## src/hw/rtl/ssir_pkg.sv

```systemverilog
// Shared types, sizes and codes for the sorted set store.
// Used by ssir_ctrl and sorted_set_insert_remove; no dependencies.
`timescale 1ns / 1ps
`default_nettype none

package ssir_pkg;

  // Store geometry
  localparam int CAPACITY = 16;
  localparam int ADDR_W   = $clog2(CAPACITY);
  localparam int CNT_W    = $clog2(CAPACITY + 1);

  // Word field widths
  localparam int VAL_W    = 32;
  localparam int STATUS_W = 3;
  localparam int COUNT_W  = 5;

  // Operation codes
  localparam logic OP_ADD    = 1'b0;
  localparam logic OP_REMOVE = 1'b1;

  // Status codes
  localparam logic [STATUS_W-1:0] ST_ADDED   = 3'd0;
  localparam logic [STATUS_W-1:0] ST_PRESENT = 3'd1;
  localparam logic [STATUS_W-1:0] ST_REMOVED = 3'd2;
  localparam logic [STATUS_W-1:0] ST_ABSENT  = 3'd3;
  localparam logic [STATUS_W-1:0] ST_FULL    = 3'd4;

  // One result word
  typedef struct packed {
    logic [COUNT_W-1:0]  count;
    logic [STATUS_W-1:0] status;
  } result_t;

  // One cycle of memory access from the sequencer
  typedef struct packed {
    logic              re;
    logic [ADDR_W-1:0] raddr;
    logic              we;
    logic [ADDR_W-1:0] waddr;
    logic [VAL_W-1:0]  wdata;
  } mem_req_t;

endpackage

`default_nettype wire

```

## src/hw/rtl/sorted_set_insert_remove.sv

```systemverilog
// The result reaches out_tvalid through the done state and the output register; on a non-empty store
// the sequencer first walks the entry RAM, one read and one write a cycle.
// The next word is taken while the result waits in the output register; a stalled output holds
// the following result in the sequencer, which takes no input until it is passed on.
// Reset (rst_n low, synchronous) empties the set; the entry RAM is not cleared.
// Top level of the sorted set store; uses ssir_pkg, ssir_ctrl and ssir_ram.
`timescale 1ns / 1ps
`default_nettype none

module sorted_set_insert_remove (
  input  wire logic        clk,
  input  wire logic        rst_n,
  input  wire logic        in_tvalid,
  output logic             in_tready,
  input  wire logic [31:0] in_tdata,   // [31:0] value
  input  wire logic [0:0]  in_tuser,   // [0] operation
  output logic             out_tvalid,
  input  wire logic        out_tready,
  output logic [7:0]       out_tdata   // [2:0] status, [7:3] element_count
);

  import ssir_pkg::*;

  logic              res_valid;
  result_t           res;
  mem_req_t          mem_req;
  logic [VAL_W-1:0]  mem_rdata;
  logic              out_free;
  logic              out_valid_r;
  result_t           out_data_r;

  assign out_free = !out_valid_r || out_tready;

  ssir_ctrl u_ctrl (
    .clk       (clk),
    .rst_n     (rst_n),
    .in_valid  (in_tvalid),
    .in_ready  (in_tready),
    .in_op     (in_tuser[0]),
    .in_value  (in_tdata),
    .out_free  (out_free),
    .res_valid (res_valid),
    .res       (res),
    .mem_req   (mem_req),
    .mem_rdata (mem_rdata)
  );

  ssir_ram #(
    .DEPTH (CAPACITY),
    .WIDTH (VAL_W)
  ) u_ram (
    .clk   (clk),
    .re    (mem_req.re),
    .raddr (mem_req.raddr),
    .rdata (mem_rdata),
    .we    (mem_req.we),
    .waddr (mem_req.waddr),
    .wdata (mem_req.wdata)
  );

  // Output word register
  always_ff @(posedge clk) begin
    if (!rst_n) begin
      out_valid_r <= 1'b0;
    end else if (res_valid) begin
      out_valid_r <= 1'b1;
    end else if (out_tready) begin
      out_valid_r <= 1'b0;
    end
  end

  // Capture the result payload
  always_ff @(posedge clk) begin
    if (res_valid) begin
      out_data_r <= res;
    end
  end

  assign out_tvalid = out_valid_r;
  assign out_tdata  = out_data_r;

endmodule

`default_nettype wire

```

## src/hw/rtl/ssir_ram.sv

```systemverilog
// Generic simple dual-port RAM: one write port, one read port, registered read data.
// No dependencies.
`timescale 1ns / 1ps
`default_nettype none

module ssir_ram #(
  parameter int DEPTH = 16,
  parameter int WIDTH = 32,
  parameter int AW    = $clog2(DEPTH)
) (
  input  wire logic             clk,
  input  wire logic             re,
  input  wire logic [AW-1:0]    raddr,
  output logic      [WIDTH-1:0] rdata,
  input  wire logic             we,
  input  wire logic [AW-1:0]    waddr,
  input  wire logic [WIDTH-1:0] wdata
);

  logic [WIDTH-1:0] mem [DEPTH];
  logic [WIDTH-1:0] rdata_r;

  // Write port
  always_ff @(posedge clk) begin
    if (we) begin
      mem[waddr] <= wdata;
    end
  end

  // Read port, registered read data
  always_ff @(posedge clk) begin
    if (re) begin
      rdata_r <= mem[raddr];
    end
  end

  assign rdata = rdata_r;

endmodule

`default_nettype wire

```

## src/hw/rtl/ssir_ctrl.sv

```systemverilog
// Sequencer for the sorted set store: scans the entry RAM, inserts or removes
// by shifting entries one per cycle, and tracks the element count. Uses ssir_pkg.
`timescale 1ns / 1ps
`default_nettype none

module ssir_ctrl (
  input  wire logic                         clk,
  input  wire logic                         rst_n,
  input  wire logic                         in_valid,
  output logic                              in_ready,
  input  wire logic                         in_op,
  input  wire logic [ssir_pkg::VAL_W-1:0]   in_value,
  input  wire logic                         out_free,
  output logic                              res_valid,
  output ssir_pkg::result_t                 res,
  output ssir_pkg::mem_req_t                mem_req,
  input  wire logic [ssir_pkg::VAL_W-1:0]   mem_rdata
);

  import ssir_pkg::*;

  localparam logic [2:0] S_IDLE  = 3'd0;
  localparam logic [2:0] S_SCAN  = 3'd1;
  localparam logic [2:0] S_INS   = 3'd2;
  localparam logic [2:0] S_TAIL  = 3'd3;
  localparam logic [2:0] S_SHIFT = 3'd4;
  localparam logic [2:0] S_DONE  = 3'd5;

  logic [2:0]          state_r, state_nxt;
  logic                op_r, op_nxt;
  logic [VAL_W-1:0]    val_r, val_nxt;
  logic [VAL_W-1:0]    carry_r, carry_nxt;
  logic [ADDR_W-1:0]   idx_r, idx_nxt;
  logic [CNT_W-1:0]    count_r, count_nxt;
  logic [STATUS_W-1:0] status_r, status_nxt;

  logic more;
  logic full;
  logic lt;
  logic eq;

  // Entry after the current one is still inside the set
  assign more = (CNT_W'(idx_r) + CNT_W'(1)) < count_r;
  assign full = (count_r == CNT_W'(CAPACITY));
  assign lt   = $signed(mem_rdata) < $signed(val_r);
  assign eq   = (mem_rdata == val_r);

  // Next state and memory access
  always_comb begin
    state_nxt  = state_r;
    op_nxt     = op_r;
    val_nxt    = val_r;
    carry_nxt  = carry_r;
    idx_nxt    = idx_r;
    count_nxt  = count_r;
    status_nxt = status_r;
    mem_req    = '0;
    in_ready   = 1'b0;
    res_valid  = 1'b0;

    case (state_r)
      S_IDLE: begin
        in_ready = 1'b1;
        if (in_valid) begin
          op_nxt  = in_op;
          val_nxt = in_value;
          idx_nxt = '0;
          if (count_r == '0) begin
            // Empty store: answer at once
            if (in_op == OP_ADD) begin
              mem_req.we    = 1'b1;
              mem_req.waddr = '0;
              mem_req.wdata = in_value;
              count_nxt     = CNT_W'(1);
              status_nxt    = ST_ADDED;
            end else begin
              status_nxt = ST_ABSENT;
            end
            state_nxt = S_DONE;
          end else begin
            mem_req.re    = 1'b1;
            mem_req.raddr = '0;
            state_nxt     = S_SCAN;
          end
        end
      end

      S_SCAN: begin
        if (lt) begin
          if (more) begin
            mem_req.re    = 1'b1;
            mem_req.raddr = idx_r + ADDR_W'(1);
            idx_nxt       = idx_r + ADDR_W'(1);
          end else begin
            // Value belongs past the last entry
            if (op_r == OP_REMOVE) begin
              status_nxt = ST_ABSENT;
            end else if (full) begin
              status_nxt = ST_FULL;
            end else begin
              mem_req.we    = 1'b1;
              mem_req.waddr = ADDR_W'(count_r);
              mem_req.wdata = val_r;
              count_nxt     = count_r + CNT_W'(1);
              status_nxt    = ST_ADDED;
            end
            state_nxt = S_DONE;
          end
        end else if (eq) begin
          if (op_r == OP_ADD) begin
            status_nxt = ST_PRESENT;
            state_nxt  = S_DONE;
          end else if (more) begin
            mem_req.re    = 1'b1;
            mem_req.raddr = idx_r + ADDR_W'(1);
            idx_nxt       = idx_r + ADDR_W'(1);
            state_nxt     = S_SHIFT;
          end else begin
            count_nxt  = count_r - CNT_W'(1);
            status_nxt = ST_REMOVED;
            state_nxt  = S_DONE;
          end
        end else begin
          // First entry above the value: insertion point
          if (op_r == OP_REMOVE) begin
            status_nxt = ST_ABSENT;
            state_nxt  = S_DONE;
          end else if (full) begin
            status_nxt = ST_FULL;
            state_nxt  = S_DONE;
          end else begin
            mem_req.we    = 1'b1;
            mem_req.waddr = idx_r;
            mem_req.wdata = val_r;
            carry_nxt     = mem_rdata;
            if (more) begin
              mem_req.re    = 1'b1;
              mem_req.raddr = idx_r + ADDR_W'(1);
              idx_nxt       = idx_r + ADDR_W'(1);
              state_nxt     = S_INS;
            end else begin
              state_nxt = S_TAIL;
            end
          end
        end
      end

      S_INS: begin
        // Move the carried entry up one place
        mem_req.we    = 1'b1;
        mem_req.waddr = idx_r;
        mem_req.wdata = carry_r;
        carry_nxt     = mem_rdata;
        if (more) begin
          mem_req.re    = 1'b1;
          mem_req.raddr = idx_r + ADDR_W'(1);
          idx_nxt       = idx_r + ADDR_W'(1);
        end else begin
          state_nxt = S_TAIL;
        end
      end

      S_TAIL: begin
        mem_req.we    = 1'b1;
        mem_req.waddr = ADDR_W'(count_r);
        mem_req.wdata = carry_r;
        count_nxt     = count_r + CNT_W'(1);
        status_nxt    = ST_ADDED;
        state_nxt     = S_DONE;
      end

      S_SHIFT: begin
        // Close the gap: move the entry down one place
        mem_req.we    = 1'b1;
        mem_req.waddr = idx_r - ADDR_W'(1);
        mem_req.wdata = mem_rdata;
        if (more) begin
          mem_req.re    = 1'b1;
          mem_req.raddr = idx_r + ADDR_W'(1);
          idx_nxt       = idx_r + ADDR_W'(1);
        end else begin
          count_nxt  = count_r - CNT_W'(1);
          status_nxt = ST_REMOVED;
          state_nxt  = S_DONE;
        end
      end

      S_DONE: begin
        // Hold until the output register is free
        if (out_free) begin
          res_valid = 1'b1;
          state_nxt = S_IDLE;
        end
      end

      default: begin
        state_nxt = S_IDLE;
      end
    endcase
  end

  assign res.status = status_r;
  assign res.count  = COUNT_W'(count_r);

  // Control state
  always_ff @(posedge clk) begin
    if (!rst_n) begin
      state_r <= S_IDLE;
      count_r <= '0;
    end else begin
      state_r <= state_nxt;
      count_r <= count_nxt;
    end
  end

  // Working registers
  always_ff @(posedge clk) begin
    op_r     <= op_nxt;
    val_r    <= val_nxt;
    carry_r  <= carry_nxt;
    idx_r    <= idx_nxt;
    status_r <= status_nxt;
  end

`ifndef SYNTHESIS
  // Reads always run ahead of writes, so one entry is never read and written together
  a_no_same_addr: assert property (@(posedge clk) disable iff (!rst_n)
    (mem_req.re && mem_req.we) |-> (mem_req.raddr != mem_req.waddr))
    else $error("read and write hit the same entry");

  a_count_bound: assert property (@(posedge clk) disable iff (!rst_n)
    count_r <= CNT_W'(CAPACITY))
    else $error("element count above capacity");

  a_count_step: assert property (@(posedge clk) disable iff (!rst_n)
    $past(rst_n) |-> ((count_r == $past(count_r)) ||
                      (count_r == $past(count_r) + 1'b1) ||
                      (count_r + 1'b1 == $past(count_r))))
    else $error("element count moved by more than one");

  a_accept_leaves_idle: assert property (@(posedge clk) disable iff (!rst_n)
    (in_valid && in_ready) |=> (state_r != S_IDLE))
    else $error("accepted word did not start work");

  a_result_from_done: assert property (@(posedge clk) disable iff (!rst_n)
    res_valid |-> (state_r == S_DONE && out_free))
    else $error("result issued outside the done state");
`endif

endmodule

`default_nettype wire
```

## config.mk

```make
export PLATFORM = sky130hd
export DESIGN_NAME = sorted_set_insert_remove
export DESIGN_NICKNAME = d
export VERILOG_FILES = /design/src/hw/rtl/ssir_pkg.sv /design/src/hw/rtl/sorted_set_insert_remove.sv /design/src/hw/rtl/ssir_ram.sv /design/src/hw/rtl/ssir_ctrl.sv
export SDC_FILE = /design/constraint.sdc
export NUM_CORES = 1
export LEC_CHECK = 0
export BUFFER_PORTS_ARGS = -buffer_cell sky130_fd_sc_hd__buf_2
export CELL_PAD_IN_SITES_DETAIL_PLACEMENT = 1
export CELL_PAD_IN_SITES_GLOBAL_PLACEMENT = 2
export CORE_UTILIZATION = 45
export DETAILED_ROUTE_END_ITERATION = 16
export GPL_TIMING_DRIVEN = 0
export HOLD_SLACK_MARGIN = 0.12
export MAX_ROUTING_LAYER = met4
export PLACE_DENSITY = 0.77
export SKIP_LAST_GASP = 1
export SLEW_MARGIN = 15
export SYNTH_ARGS = -nofsm -noshare
export SYNTH_HDL_FRONTEND = slang
export SYNTH_HIERARCHICAL = 1
export SYNTH_SLANG_ARGS = --single-unit
```

## constraint.sdc

```tcl
create_clock -name clk -period 10.3 [get_ports clk]
set_input_delay 1.03 -clock clk [delete_from_list [all_inputs] [get_ports clk]]
set_output_delay 1.03 -clock clk [all_outputs]
set_load 0.01 [all_outputs]
```

==> results of run 1 <==
worst reg2reg max path: stages (launching register included):
cell and delay, ps:
sky130_fd_sc_hd__edfxtp_1 420, sky130_fd_sc_hd__ha_1 440, sky130_fd_sc_hd__nand4_1 290, sky130_fd_sc_hd__nor4_1 1050
sky130_fd_sc_hd__o31ai_4 260, sky130_fd_sc_hd__and3_1 240, sky130_fd_sc_hd__buf_6 140, sky130_fd_sc_hd__a211oi_4 570
sky130_fd_sc_hd__nor3_1 100, sky130_fd_sc_hd__o21ai_0 440, sky130_fd_sc_hd__nand3b_1 420, sky130_fd_sc_hd__nor3_2 790
sky130_fd_sc_hd__buf_6 240, sky130_fd_sc_hd__buf_4 190, sky130_fd_sc_hd__buf_4 180, sky130_fd_sc_hd__buf_4 200
placed cells by master, fill, tap and decap left out, drive strengths merged, types with 15 or more instances in the layout:
cell      n
o21ai    15
nor2     40
nor3     15
clkinv   31
buf     119
a21oi    22
edfxtp  624
nand2   120
nand3    17
mux4    128
a22oi    66
clkbuf  125
inv      49
ha       41
a222oi   32
synthesized netlist by cell type, types with 5 or more instances:
| library cell | n |
|---|---|
| sky130_fd_sc_hd__inv_1 | 46 |
| sky130_fd_sc_hd__buf_1 | 12 |
| sky130_fd_sc_hd__buf_2 | 8 |
| sky130_fd_sc_hd__a31oi_1 | 10 |
| sky130_fd_sc_hd__dfxtp_1 | 9 |
| sky130_fd_sc_hd__a21oi_1 | 21 |
| sky130_fd_sc_hd__nor3_1 | 15 |
| sky130_fd_sc_hd__xnor2_1 | 5 |
| sky130_fd_sc_hd__a222oi_1 | 32 |
| sky130_fd_sc_hd__o21ai_0 | 10 |
| sky130_fd_sc_hd__a22oi_1 | 66 |
| sky130_fd_sc_hd__a21o_1 | 5 |
| sky130_fd_sc_hd__nand4_1 | 8 |
| sky130_fd_sc_hd__nand3_1 | 17 |
| sky130_fd_sc_hd__mux4_2 | 128 |
| sky130_fd_sc_hd__a21boi_0 | 6 |
| sky130_fd_sc_hd__nor2b_1 | 7 |
| sky130_fd_sc_hd__nand2_1 | 120 |
| sky130_fd_sc_hd__ha_1 | 41 |
| sky130_fd_sc_hd__nor2_1 | 40 |
| sky130_fd_sc_hd__o211ai_1 | 6 |
| sky130_fd_sc_hd__edfxtp_1 | 624 |
| sky130_fd_sc_hd__buf_4 | 9 |
| sky130_fd_sc_hd__nor4_1 | 5 |
| sky130_fd_sc_hd__clkbuf_1 | 38 |
worst max path at each step:
stage	startpoint	endpoint
4_1_cts	u_ram/rdata[31]	u_ram/mem[4][11]
6_report	u_ram/rdata[31]	u_ram/mem[4][16]
3_5_place_dp	u_ram/rdata[31]	u_ram/mem[4][14]
5_1_grt	u_ram/rdata[31]	u_ram/mem[4][16]
3_3_place_gp	in_tvalid	u_ram/mem[0][14]
2_1_floorplan	in_tvalid	u_ram/mem[0][0]
registers in the layout, summed over array words and instances, names as in the netlist:
name,cells
u_ctrl/carry_r,32
u_ctrl/count_r,5
out_tdata,8
u_ctrl/state_r,3
u_ram/rdata,32
u_ctrl/val_r,32
u_ctrl/status_r,3
u_ctrl/idx_r,4
out_tvalid,1
u_ram/mem,512
u_ctrl/op_r,1
final cells by class:
class	instances	area, um^2
multi-input combinational	611	6211
fill	5040	25970
clock buffer	86	1790
clock inverter	40	356.6
sequential	633	18920
inverter	46	172.7
buffer	72	345.3
tap	748	935.9
timing repair buffer	86	825.8
per-stage QoR:
| step | TNS, ps | utilization | hold WS [ps] |
|---|---|---|---|
| after floorplan | 0 | - | 406.4 |
| after global placement | -51320 | 0.4804 | 412.8 |
| after detailed placement | 0 | 0.4936 | 417.6 |
| after CTS | 0 | 0.5323 | 431.9 |
| after global routing | 0 | 0.5323 | 441.2 |
| final | 0 | 0.5323 | 430.4 |
power groups by stage:
stage               registers, mW  clock network [mW]  logic [mW]
floorplan                    3.84                   0        2.09
global placement             3.91                   0        3.04
detailed placement           3.89                   0        3.27
CTS                          3.84                2.40        3.28
global route                 3.87                2.48        3.51
finish                       3.84                2.35        3.28
metal layers:
layer  wire length [um]  part of all wire  global-route usage
met1              28460              0.41              0.3340
met2              33420              0.49              0.4009
met3               4810             0.070             0.04684
met4               2138             0.031             0.08705
met5                  0                 0                   -
kinds of logic after synthesis:
kind of cell	count (synthesis)	synth area share
DFF	633	0.7418
and+or+nand+nor	238	0.04209
AOI/OAI and AO/OA	196	0.05995
muxes	128	0.1130
buffers and inverters	118	0.02031
adders and majority gates	41	0.02011
xor gates and xnor gates	8	0.002747
==> reports/qor.tcl, run 1 <==
set qor(final_design_area_no_fill_mm2) 0.02956
set qor(ys_types) 69
set qor(cts-htree-levels) 3
set qor(critical_path.endpoint_type) {flop}
set qor(total_of_hold_buffers_inserted_after_clock_tree_synthesis) 0
set qor(yosysWarnings) 6
set qor(clock_latency_of_the_later_clocked_register_in_the_worst_skew_pair_ps) 620
set qor(routed_antenna_nets) 0
set qor(cpMaxStageDelayCell) {sky130_fd_sc_hd__nor4_1}
set qor(tritoncts_num_sinks) 633
set qor(syn-num-nets) 1440
set qor(synth_to_layout_area_growth_pct) 15.88
set qor(timing.final.crit_share) 0.6091
set qor(post_synth_instance_area_mm2) 0.02550
set qor(critical-path-top-cell-by-count) {sky130_fd_sc_hd__buf_4}
set qor(ir_worst_vdd_v) 0.0001881
set qor(p_int_mw) 6.186
set qor(timing.final.hold_violations) 0
set qor(wire_per_inst_um) 29.64
set qor(routed_wirelength_um) 68830
set qor(track_usage) 0.2543
set qor(synth_edf_count) 624
set qor(detailedPlacementHpwl_um) 45410
set qor(crit_path_start_kind) {flop}
set qor(outcome) {finished, final reports clean}
set qor(reg2reg_slack_ps) 4030
set qor(final.min_clock_period_ps) 6274
set qor(worst_path_dominant_cell_family) {simple AND/OR/NAND/NOR gates}
set qor(detailedPlace.worstSlack_ps) 4232
set qor(die_width_um) 240.1
set qor(place_area_mm2) 0.02741
set qor(min_delay_path_depth) 0
set qor(grt_pass1_wl_um) 100100
set qor(synth.largest_area_cell) {sky130_fd_sc_hd__edfxtp_1}
set qor(placed_cells_incl_taps) 2196
set qor(cts_tree) {yes}
set qor(min_path_type) {reg -> reg}
set qor(slew_headroom) 0.1980
set qor(syn-instance-count) 1362
set qor(powerDensity_mw_per_mm2) 320.4
set qor(netSwitchingPower_mw) 3.284
set qor(antenna_violations_before_repair) 0
set qor(numPortBuffers) 46
set qor(net_sw_frac) 0.3468
set qor(fmax_ghz) 0.1594
set qor(proportion_of_power_drawn_by_flip_flops_and_latches) 0.405
set qor(number_of_gates_on_the_worst_path_with_buffers_counted) 15
set qor(rows) 86
set qor(pin_count) 47
set qor(overflow) 0
set qor(synth_area_leaders) {sky130_fd_sc_hd__edfxtp_1 73%, sky130_fd_sc_hd__mux4_2 11%, sky130_fd_sc_hd__ha_1 2.0%}
set qor(rsz_0062_raised_after_global_routing) {no}
set qor(die-area_mm2) 0.05763
set qor(hp-start) {u_ctrl/count_r[2]}
set qor(routabilityCongestion) 0.8577
set qor(layout-drive-gt1-share) 0.2325
set qor(ys.flop_type) {sky130_fd_sc_hd__edfxtp_1}
set qor(fin_total_pwr_mw) 9.471
set qor(total_number_of_vias) 14170
set qor(final_net_count) 1596
set qor(drt_iter0_drc) 1664
set qor(synth_sequential_area_ratio) 0.7418
set qor(critical-path-max-stage-delay_ps) 1040
set qor(clock_path_buffers) 3
set qor(floorplan.initialDensity) 0.4593
set qor(core_mm2) 0.05552
set qor(async_s_r_ff_share_synth) 0
set qor(timing.rr.end) {u_ram/mem[4][16]}
set qor(detail_route.drc_violations) 0
set qor(ys_seq_elements) 633
set qor(die-height_um) 240.1
set qor(power.combinational.fraction) 0.346
set qor(critPathArrivalTime_ps) 6590
set qor(grt_pass1_vias) 14770
set qor(vias_per_cell) 6.104
set qor(post_cts_clock_slew_at_the_launch_and_capture_registers_of_the_worst_setup_and_hold_paths_ps) 60
set qor(tritoncts.num_buffers) 68
set qor(synth_largest_type_area_fraction) 0.7347
set qor(report.final.setup_viol) 0
set qor(r2r_cells) 15
set qor(static-leakage-power_nw) 9.760
set qor(instances_no_fill) 2322
set qor(slew_viol_final) 0
set qor(avgSynthCellArea_um2) 18.73
set qor(ctsResizeCount) 0
set qor(postCtsSetupRepairBufs) 0
set qor(critPathMaxFanout) 7
set qor(hold-path-endpoint) {out_tdata[5]}
set qor(worst_slew_pin_slew_ps) 1203
set qor(critPathRequiredTime_ps) 10610
set qor(ctsRootBufferMaster) {sky130_fd_sc_hd__clkbuf_16}
set qor(ff_to_ff_start) {u_ram/rdata[31]}
set qor(crit_chain) {ha_1, nand4_1, nor4_1, o31ai_4, and3_1, buf_6, a211oi_4, nor3_1, o21ai_0, nand3b_1, nor3_2, buf_6, buf_4, buf_4, buf_4}
set qor(worst_clock_skew_ps) 19.94
set qor(drv_cap) 0
set qor(critical_path_class) {reg -> reg}
set qor(cp.buffers_inverters) 5
set qor(worst_case_setup_margin_in_the_final_layout_ps) 4026
set qor(drtPass1Iterations) 7
set qor(power.share.clock) 0.248
set qor(antenna_cells) 0
set qor(grt_max_degree) 33
Power figures use the tool's default switching activity.
==> inputs of run 2 (changes only) <==
--- a/config.mk
+++ b/config.mk
@@ -5,15 +5,16 @@
 export SDC_FILE = /design/constraint.sdc
 export NUM_CORES = 1
 export LEC_CHECK = 0
+export ABC_AREA = 1
 export BUFFER_PORTS_ARGS = -buffer_cell sky130_fd_sc_hd__buf_2
 export CELL_PAD_IN_SITES_DETAIL_PLACEMENT = 1
 export CELL_PAD_IN_SITES_GLOBAL_PLACEMENT = 2
-export CORE_UTILIZATION = 45
+export CORE_UTILIZATION = 38
 export DETAILED_ROUTE_END_ITERATION = 16
 export GPL_TIMING_DRIVEN = 0
 export HOLD_SLACK_MARGIN = 0.12
 export MAX_ROUTING_LAYER = met4
-export PLACE_DENSITY = 0.77
+export PLACE_DENSITY = 0.79
 export SKIP_LAST_GASP = 1
 export SLEW_MARGIN = 15
 export SYNTH_ARGS = -nofsm -noshare
==> constraint.sdc (replaced) <==
create_clock -name clk -period 5 [get_ports clk]
set_input_delay 0.5 -clock clk [delete_from_list [all_inputs] [get_ports clk]]
set_output_delay 0.5 -clock clk [all_outputs]
set_load 0.01 [all_outputs]
==> run 2 against run 1 <==
  * Area after synthesis rose by 12%
  * Sequential share of layout area down 7.8 points
  * Largest power group is now combinational logic
  * Cell count is 70% higher
  * Die area grew 33%
  * Combinational power rose to 3.6 times the previous value
  * Critical path depth is 4 higher
  * Setup slack got worse by 3800 ps
  * Routed wire length rose by 36%
  * Highest routed layer unchanged
  * Count of clock-buffer cells in the layout fell by 2
  * Sequential cell count did not move
==> reports/qor.tcl, run 2 <==
set qor(outcome) {finished, final reports clean}
set qor(area.sequential_mm2) 0.01892
set qor(synth_to_layout_area_growth_pct) 17.61
set qor(critPathRequiredTime_ps) 5410
set qor(layout_common_cells) {767 x sky130_fd_sc_hd__nand2_1, 624 x sky130_fd_sc_hd__edfxtp_1, 503 x sky130_fd_sc_hd__inv_1}
set qor(layout-drive-gt1-share) 0.1145
set qor(combinational_family_with_the_most_area_after_synthesis) {simple AND/OR/NAND/NOR gates}
set qor(track_usage) 0.2515
set qor(powerDensity_mw_per_mm2) 747.5
set qor(synth.largest_area_cell) {sky130_fd_sc_hd__edfxtp_1}
set qor(fin_setup_tns_ps) 0
set qor(clock_latency_of_the_later_clocked_register_in_the_worst_skew_pair_ps) 620
set qor(ctsRootBufferMaster) {sky130_fd_sc_hd__clkbuf_16}
set qor(core_mm2) 0.07445
set qor(ys_top_cells_by_count) {767 x sky130_fd_sc_hd__nand2_1, 624 x sky130_fd_sc_hd__edfxtp_1, 504 x sky130_fd_sc_hd__inv_1}
set qor(rsz_0062_raised_after_global_routing) {no}
set qor(critPathArrivalTime_ps) 5210
set qor(final_design_area_no_fill_mm2) 0.03368
set qor(overflow) 0
set qor(worst_clock_skew_ps) 26.04
set qor(critical_path_class) {reg -> reg}
set qor(wire_per_inst_um) 23.72
set qor(min_path_type) {in -> reg}
set qor(critical_path.endpoint_type) {flop}
set qor(total_number_of_vias) 20550
set qor(synth_sequential_area_ratio) 0.6606
set qor(static-leakage-power_nw) 14.24
set qor(drtPass1Iterations) 7
set qor(avgSynthCellArea_um2) 10.44
set qor(largest_register_ff_count) 512
set qor(place_area_mm2) 0.03077
set qor(reg_with_most_ffs) {u_ram/mem}
set qor(rows) 100
set qor(synthMuxAreaShare) 0
set qor(ir_worst_vdd_v) 0.0003371
set qor(numPortBuffers) 46
set qor(report.final.setup_viol) 0
set qor(antenna_cells) 0
set qor(routed_antenna_nets) 0
set qor(synth_compound_gate_area_share) 0.03159
set qor(yosysWarnings) 6
set qor(fin_total_pwr_mw) 25.18
set qor(vias_per_cell) 5.195
set qor(slew_headroom) 0.3090
set qor(post_cts_clock_slew_at_the_launch_and_capture_registers_of_the_worst_setup_and_hold_paths_ps) 60
set qor(detail_route.drc_violations) 0
set qor(drv_cap) 0
set qor(final.min_clock_period_ps) 4802
set qor(cp.buffers_inverters) 5
set qor(worst_path_dominant_cell_family) {simple AND/OR/NAND/NOR gates}
set qor(worstSetupStartpoint) {u_ram/rdata[15]}
set qor(die-height_um) 276.5
set qor(critical-path-top-cell-by-count) {sky130_fd_sc_hd__nand2_1}
set qor(post_synth_instance_area_mm2) 0.02864
set qor(mostFrequentLayoutCell) {sky130_fd_sc_hd__nand2_1}
set qor(ys_seq_elements) 633
set qor(drt_iter0_drc) 1484
set qor(synth-xor-area-share) 0.001835
set qor(syn-num-nets) 2822
set qor(final_core_utilization) 0.4524
set qor(routed_wirelength_um) 93800
set qor(grt_pass1_wl_um) 137600
set qor(async_s_r_ff_share_synth) 0
set qor(synth_adder_area_share) 0.01791
set qor(cpMaxStageDelayCell) {sky130_fd_sc_hd__buf_1}
set qor(worst_slew_pin_slew_ps) 1036
set qor(synth_largest_type_area_fraction) 0.6543
set qor(cts_tree) {yes}
set qor(cell_with_the_most_instances_after_synthesis) {sky130_fd_sc_hd__nand2_1}
set qor(pin_count) 47
set qor(routabilityCongestion) 0.8296
set qor(hp-start) {in_tuser}
set qor(tritoncts_num_sinks) 633
set qor(floorplan.initialDensity) 0.3847
set qor(critPathMaxFanout) 10
set qor(clock_path_buffers) 3
set qor(synth_edf_count) 624
set qor(ys_types) 44
set qor(die_width_um) 276.5
set qor(instances_no_fill) 3955
set qor(syn-instance-count) 2744
set qor(worst_case_setup_margin_in_the_final_layout_ps) 197.8
set qor(antenna_violations_before_repair) 5
set qor(grt_pass1_vias) 21340
set qor(final_net_count) 3013
set qor(detailedPlacementHpwl_um) 65680
set qor(timing.final.hold_violations) 0
set qor(synth_area_leaders) {sky130_fd_sc_hd__edfxtp_1 65%, sky130_fd_sc_hd__nand2_1 10%, sky130_fd_sc_hd__nand3_1 7.2%}
set qor(fmax_ghz) 0.2082
set qor(critical-path-max-stage-delay_ps) 670
set qor(cts-htree-levels) 3
set qor(area_of_the_multi_input_gates_mm2) 0.007161
set qor(crit_path_start_kind) {flop}
set qor(slew_viol_final) 0
set qor(grt_max_degree) 22
set qor(final_layout_fill_cell_count) 8098
set qor(ff_to_ff_start) {u_ram/rdata[15]}
set qor(ys.flop_type) {sky130_fd_sc_hd__edfxtp_1}
set qor(detailedPlace.worstSlack_ps) 108.7
set qor(crit_chain) {ha_1, nand2_1, inv_1, nand3_1, nor3_1, nand2_1, inv_1, nand2_1, nand2_1, a21oi_1, nand2_1, inv_1, nor2_1, buf_2, buf_1, nand2_1, nand3_1, nand3_1, nand2_1}
set qor(whs_ps) 170.2
set qor(placed_cells_incl_taps) 3783
set qor(tritoncts.num_buffers) 69
set qor(timing.final.crit_share) 0.9604
set qor(die-area_mm2) 0.07646
set qor(synth-simple-area-share) 0.1932
==> run 2: cell types whose count changed after synthesis, moves of 17 or more <==
| cell | delta |
|---|---|
| sky130_fd_sc_hd__buf_6 | +28 |
| sky130_fd_sc_hd__nor2_1 | +62 |
| sky130_fd_sc_hd__buf_2 | +42 |
| sky130_fd_sc_hd__nand3_1 | +395 |
| sky130_fd_sc_hd__clkbuf_1 | -17 |
| sky130_fd_sc_hd__mux4_2 | -128 |
| sky130_fd_sc_hd__nand2_1 | +647 |
| sky130_fd_sc_hd__o21ai_2 | +29 |
| sky130_fd_sc_hd__a221oi_1 | +30 |
| sky130_fd_sc_hd__a222oi_1 | -32 |
| sky130_fd_sc_hd__inv_1 | +458 |
| sky130_fd_sc_hd__a22oi_1 | -66 |
==> run 2: worst paths after layout <==
check / endpoint / slack, ps / cells after the start
setup / recovery: u_ram/rdata[26] / 200 / 19
hold / removal: u_ctrl/op_r / 170 / 1
setup reg to reg: u_ram/rdata[26] / 200 / 19
hold reg to reg: out_tdata[1] / 450 / 0
==> run 2: what timing repair did <==
item                                    CTS  global route
hold endpoints to repair                 32             0
setup buffers                             0            18
endpoints found under the setup margin    0           248
resized for setup                         0             0
hold buffers                             32             0
==> run 2: kinds of logic after synthesis <==
kind of cell	after synthesis
and+or+nand+nor	1308
adders and majority gates	41
DFF	633
buffers and inverters	632
xor gates and xnor gates	6
AOI/OAI and AO/OA	124
==> run 2: metal layers <==
metal  track usage  vias up  share of wire
met5             -        -              0
met4       0.08251        0          0.031
met3       0.03684      159          0.057
met2        0.4249      602           0.50
met1        0.3092    10410           0.41
li1              -     9381              -
==> run 2: final cells by class <==
class,count,share of cell area
clock buffers,84,0.05546
inverters,510,0.05691
plain buffers,122,0.02374
clock inverters,38,0.01196
flip-flops and latches,633,0.5617
well taps,969,0.03600
repair buffers,120,0.04161
multi-input cells,1479,0.2126
==> run 2: power breakdown <==
group | switching, mW | internal, mW | total, mW
Combinational | 8.81 | 3.10 | 11.9
Sequential | 0.310 | 7.76 | 8.07
Clock | 2.12 | 3.07 | 5.19
==> run 2: worst reg2reg max path, stage by stage, from the launching register on <==
cell,delay (ps)
sky130_fd_sc_hd__edfxtp_1,420
sky130_fd_sc_hd__ha_1,320
sky130_fd_sc_hd__nand2_1,70
sky130_fd_sc_hd__inv_1,80
sky130_fd_sc_hd__nand3_1,180
sky130_fd_sc_hd__nor3_1,560
sky130_fd_sc_hd__nand2_1,200
sky130_fd_sc_hd__inv_1,200
sky130_fd_sc_hd__nand2_1,100
sky130_fd_sc_hd__nand2_1,130
sky130_fd_sc_hd__a21oi_1,80
sky130_fd_sc_hd__nand2_1,70
sky130_fd_sc_hd__inv_1,90
sky130_fd_sc_hd__nor2_1,360
sky130_fd_sc_hd__buf_2,450
sky130_fd_sc_hd__buf_1,680
sky130_fd_sc_hd__nand2_1,170
sky130_fd_sc_hd__nand3_1,120
sky130_fd_sc_hd__nand3_1,90
sky130_fd_sc_hd__nand2_1,260
==> inputs of run 3 (changes only) <==
==> constraint.sdc (replaced) <==
create_clock -name clk -period 5 [get_ports clk]
set_input_delay 0.75 -clock clk [delete_from_list [all_inputs] [get_ports clk]]
set_output_delay 0.75 -clock clk [all_outputs]
set_load 0.01 [all_outputs]
==> run 3 against run 2 <==
  * Total power barely moved
  * Die area unchanged
  * Sequential share of layout area is 0.54 points higher
  * Routed wire length is essentially flat
  * Via count fell by 0.14%
  * Sequential power about the same
  * Clock skew grew 0.82 ps
  * Clock power is essentially flat
  * Combinational power is essentially flat
  * Critical path type unchanged
  * Largest cell class unchanged
  * Highest routed layer unchanged
==> reports/qor.tcl, run 3 (synthesized netlist as in run 2, its figures left out) <==
set qor(outcome) {finished, final reports clean}
set qor(static-leakage-power_nw) 14.10
set qor(area.sequential_mm2) 0.01892
set qor(critPathRequiredTime_ps) 5310
set qor(core_mm2) 0.07445
set qor(drt_iter0_drc) 1420
set qor(power.combinational.fraction) 0.473
set qor(power.share.clock) 0.206
set qor(total_of_hold_buffers_inserted_after_clock_tree_synthesis) 0
set qor(routed_antenna_nets) 0
set qor(drtPass1Iterations) 5
set qor(die_width_um) 276.5
set qor(instances_no_fill) 3923
set qor(cts_tree) {yes}
set qor(worst_slew_pin_slew_ps) 1026
set qor(reg_with_most_ffs) {u_ram/mem}
set qor(antenna_cells) 0
set qor(track_usage) 0.2512
set qor(final_net_count) 2981
set qor(final_layout_fill_cell_count) 8113
set qor(report.final.setup_viol) 0
set qor(critical_path.endpoint_type) {flop}
set qor(die-area_mm2) 0.07646
set qor(mostFrequentLayoutCell) {sky130_fd_sc_hd__nand2_1}
set qor(slew_headroom) 0.3157
set qor(grt_pass1_vias) 21220
set qor(grt_pass1_wl_um) 137400
set qor(ir_worst_vdd_v) 0.0003388
set qor(proportion_of_power_drawn_by_flip_flops_and_latches) 0.321
set qor(timing.final.crit_share) 0.9496
set qor(final_core_utilization) 0.4481
set qor(rsz_0062_raised_after_global_routing) {no}
set qor(crit_path_start_kind) {flop}
set qor(final.min_clock_period_ps) 4748
set qor(slew_viol_final) 0
set qor(pin_count) 47
set qor(cpMaxStageDelayCell) {sky130_fd_sc_hd__nor2_4}
set qor(p_int_mw) 13.92
set qor(critPathMaxFanout) 21
set qor(total_number_of_vias) 20520
set qor(crit_chain) {ha_1, nand2_1, inv_1, nand3_1, a21oi_1, nor2_1, nand2_1, nand2_2, nand3_1, nand3_2, nor2_1, nor2_1, inv_2, buf_12, nand2_1, nand3b_1, nand3_1, nor2_4, buf_16}
set qor(clock_path_buffers) 3
set qor(critical-path-max-stage-delay_ps) 620
set qor(clock_latency_of_the_later_clocked_register_in_the_worst_skew_pair_ps) 620
set qor(numPortBuffers) 46
set qor(antenna_violations_before_repair) 5
set qor(routed_wirelength_um) 93780
set qor(floorplan.initialDensity) 0.3847
set qor(layout-drive-gt1-share) 0.1158
set qor(net_sw_frac) 0.4467
set qor(timing.final.hold_violations) 0
set qor(cts-htree-levels) 3
set qor(ctsRootBufferMaster) {sky130_fd_sc_hd__clkbuf_16}
set qor(tritoncts_num_sinks) 633
set qor(worst_clock_skew_ps) 26.86
set qor(routabilityCongestion) 0.8296
set qor(netSwitchingPower_mw) 11.24
set qor(vias_per_cell) 5.231
set qor(critical_path_class) {reg -> reg}
set qor(grt_max_degree) 22
set qor(overflow) 0
set qor(wire_per_inst_um) 23.90
set qor(tritoncts.num_buffers) 69
set qor(critPathArrivalTime_ps) 5060
set qor(die-height_um) 276.5
set qor(synth_to_layout_area_growth_pct) 16.49
set qor(placed_cells_incl_taps) 3783
set qor(post_cts_clock_slew_at_the_launch_and_capture_registers_of_the_worst_setup_and_hold_paths_ps) 60
set qor(detail_route.drc_violations) 0
set qor(fin_total_pwr_mw) 25.16
set qor(detailedPlacementHpwl_um) 65680
set qor(largest_register_ff_count) 512
set qor(min_path_type) {in -> reg}
set qor(rows) 100
set qor(fmax_ghz) 0.2106
set qor(drv_cap) 0
set qor(powerDensity_mw_per_mm2) 754.2
set qor(area_of_the_multi_input_gates_mm2) 0.007161
set qor(layout_common_cells) {767 x sky130_fd_sc_hd__nand2_1, 624 x sky130_fd_sc_hd__edfxtp_1, 503 x sky130_fd_sc_hd__inv_1}
==> run 3: cell count changes in the layout (fill, tap and decap cells not counted), sizes merged <==
cell,delta
dlygate4sd3,-32
==> run 3: what timing repair did <==
item                       in CTS  in global routing
buffers inserted                0                 18
resized for setup               0                  0
setup endpoints to repair       0                248
==> run 3: layer usage <==
metal / vias to the layer above / share of wire / global-route usage
met3: 170 / 0.056 / 0.03710
li1: 9322 / - / -
met1: 10420 / 0.42 / 0.3089
met4: 0 / 0.032 / 0.08251
met2: 610 / 0.50 / 0.4240
met5: - / 0 / -
==> run 3: critical path: cells and delay by family, from the launching register on <==
| kind | cells | cell delay [ps] |
|---|---|---|
| adders and majority gates | 1 | 320 |
| DFF | 1 | 420 |
| AOI/OAI and AO/OA | 1 | 200 |
| buffers and inverters | 4 | 900 |
| and+or+nand+nor | 13 | 2560 |
==> run 3: area by class of cell <==
class                   count  share of cell area
flip-flops and latches    633              0.5671
plain buffers             122             0.02397
clock inverters            38             0.01208
clock buffers              84             0.05600
repair buffers             88             0.03241
well taps                 969             0.03634
inverters                 510             0.05746
multi-input cells        1479              0.2147
==> run 3: final timing paths <==
check,from,to,slack [ps],depth (start not counted)
worst min-delay path,in_tdata[24],u_ctrl/val_r[24],330,1
worst min register to register,u_ctrl/status_r[0],out_tdata[0],450,0
worst max register to register,u_ram/rdata[15],u_ram/mem[3][3],250,19
worst max-delay path,u_ram/rdata[15],u_ram/mem[3][3],250,19
==> run 3: power groups by stage <==
| stage | Combinational, mW | Clock, mW | Sequential (mW) |
|---|---|---|---|
| 2_1_floorplan | 6.60 | 0 | 8.09 |
| 3_3_place_gp | 10.9 | 0 | 8.22 |
| 3_5_place_dp | 11.6 | 0 | 8.19 |
| 4_1_cts | 11.7 | 5.29 | 8.08 |
| 5_1_grt | 12.7 | 5.49 | 8.15 |
| 6_report | 11.9 | 5.19 | 8.07 |
==> run 3: metrics by stage <==
stage / setup TNS (ps) / setup slack [ps] / cell area (um^2) / hold WS [ps]
CTS: 0 / 103.5 / 33050 / 304.1
floorplan: 0 / 431.6 / 28640 / 418.3
global route: 0 / 3.989 / 33360 / 317.9
detailed placement: 0 / 108.7 / 30770 / 437.9
global placement: -1241590 / -2597 / 30080 / 435.4
finish: 0 / 251.8 / 33360 / 330.7
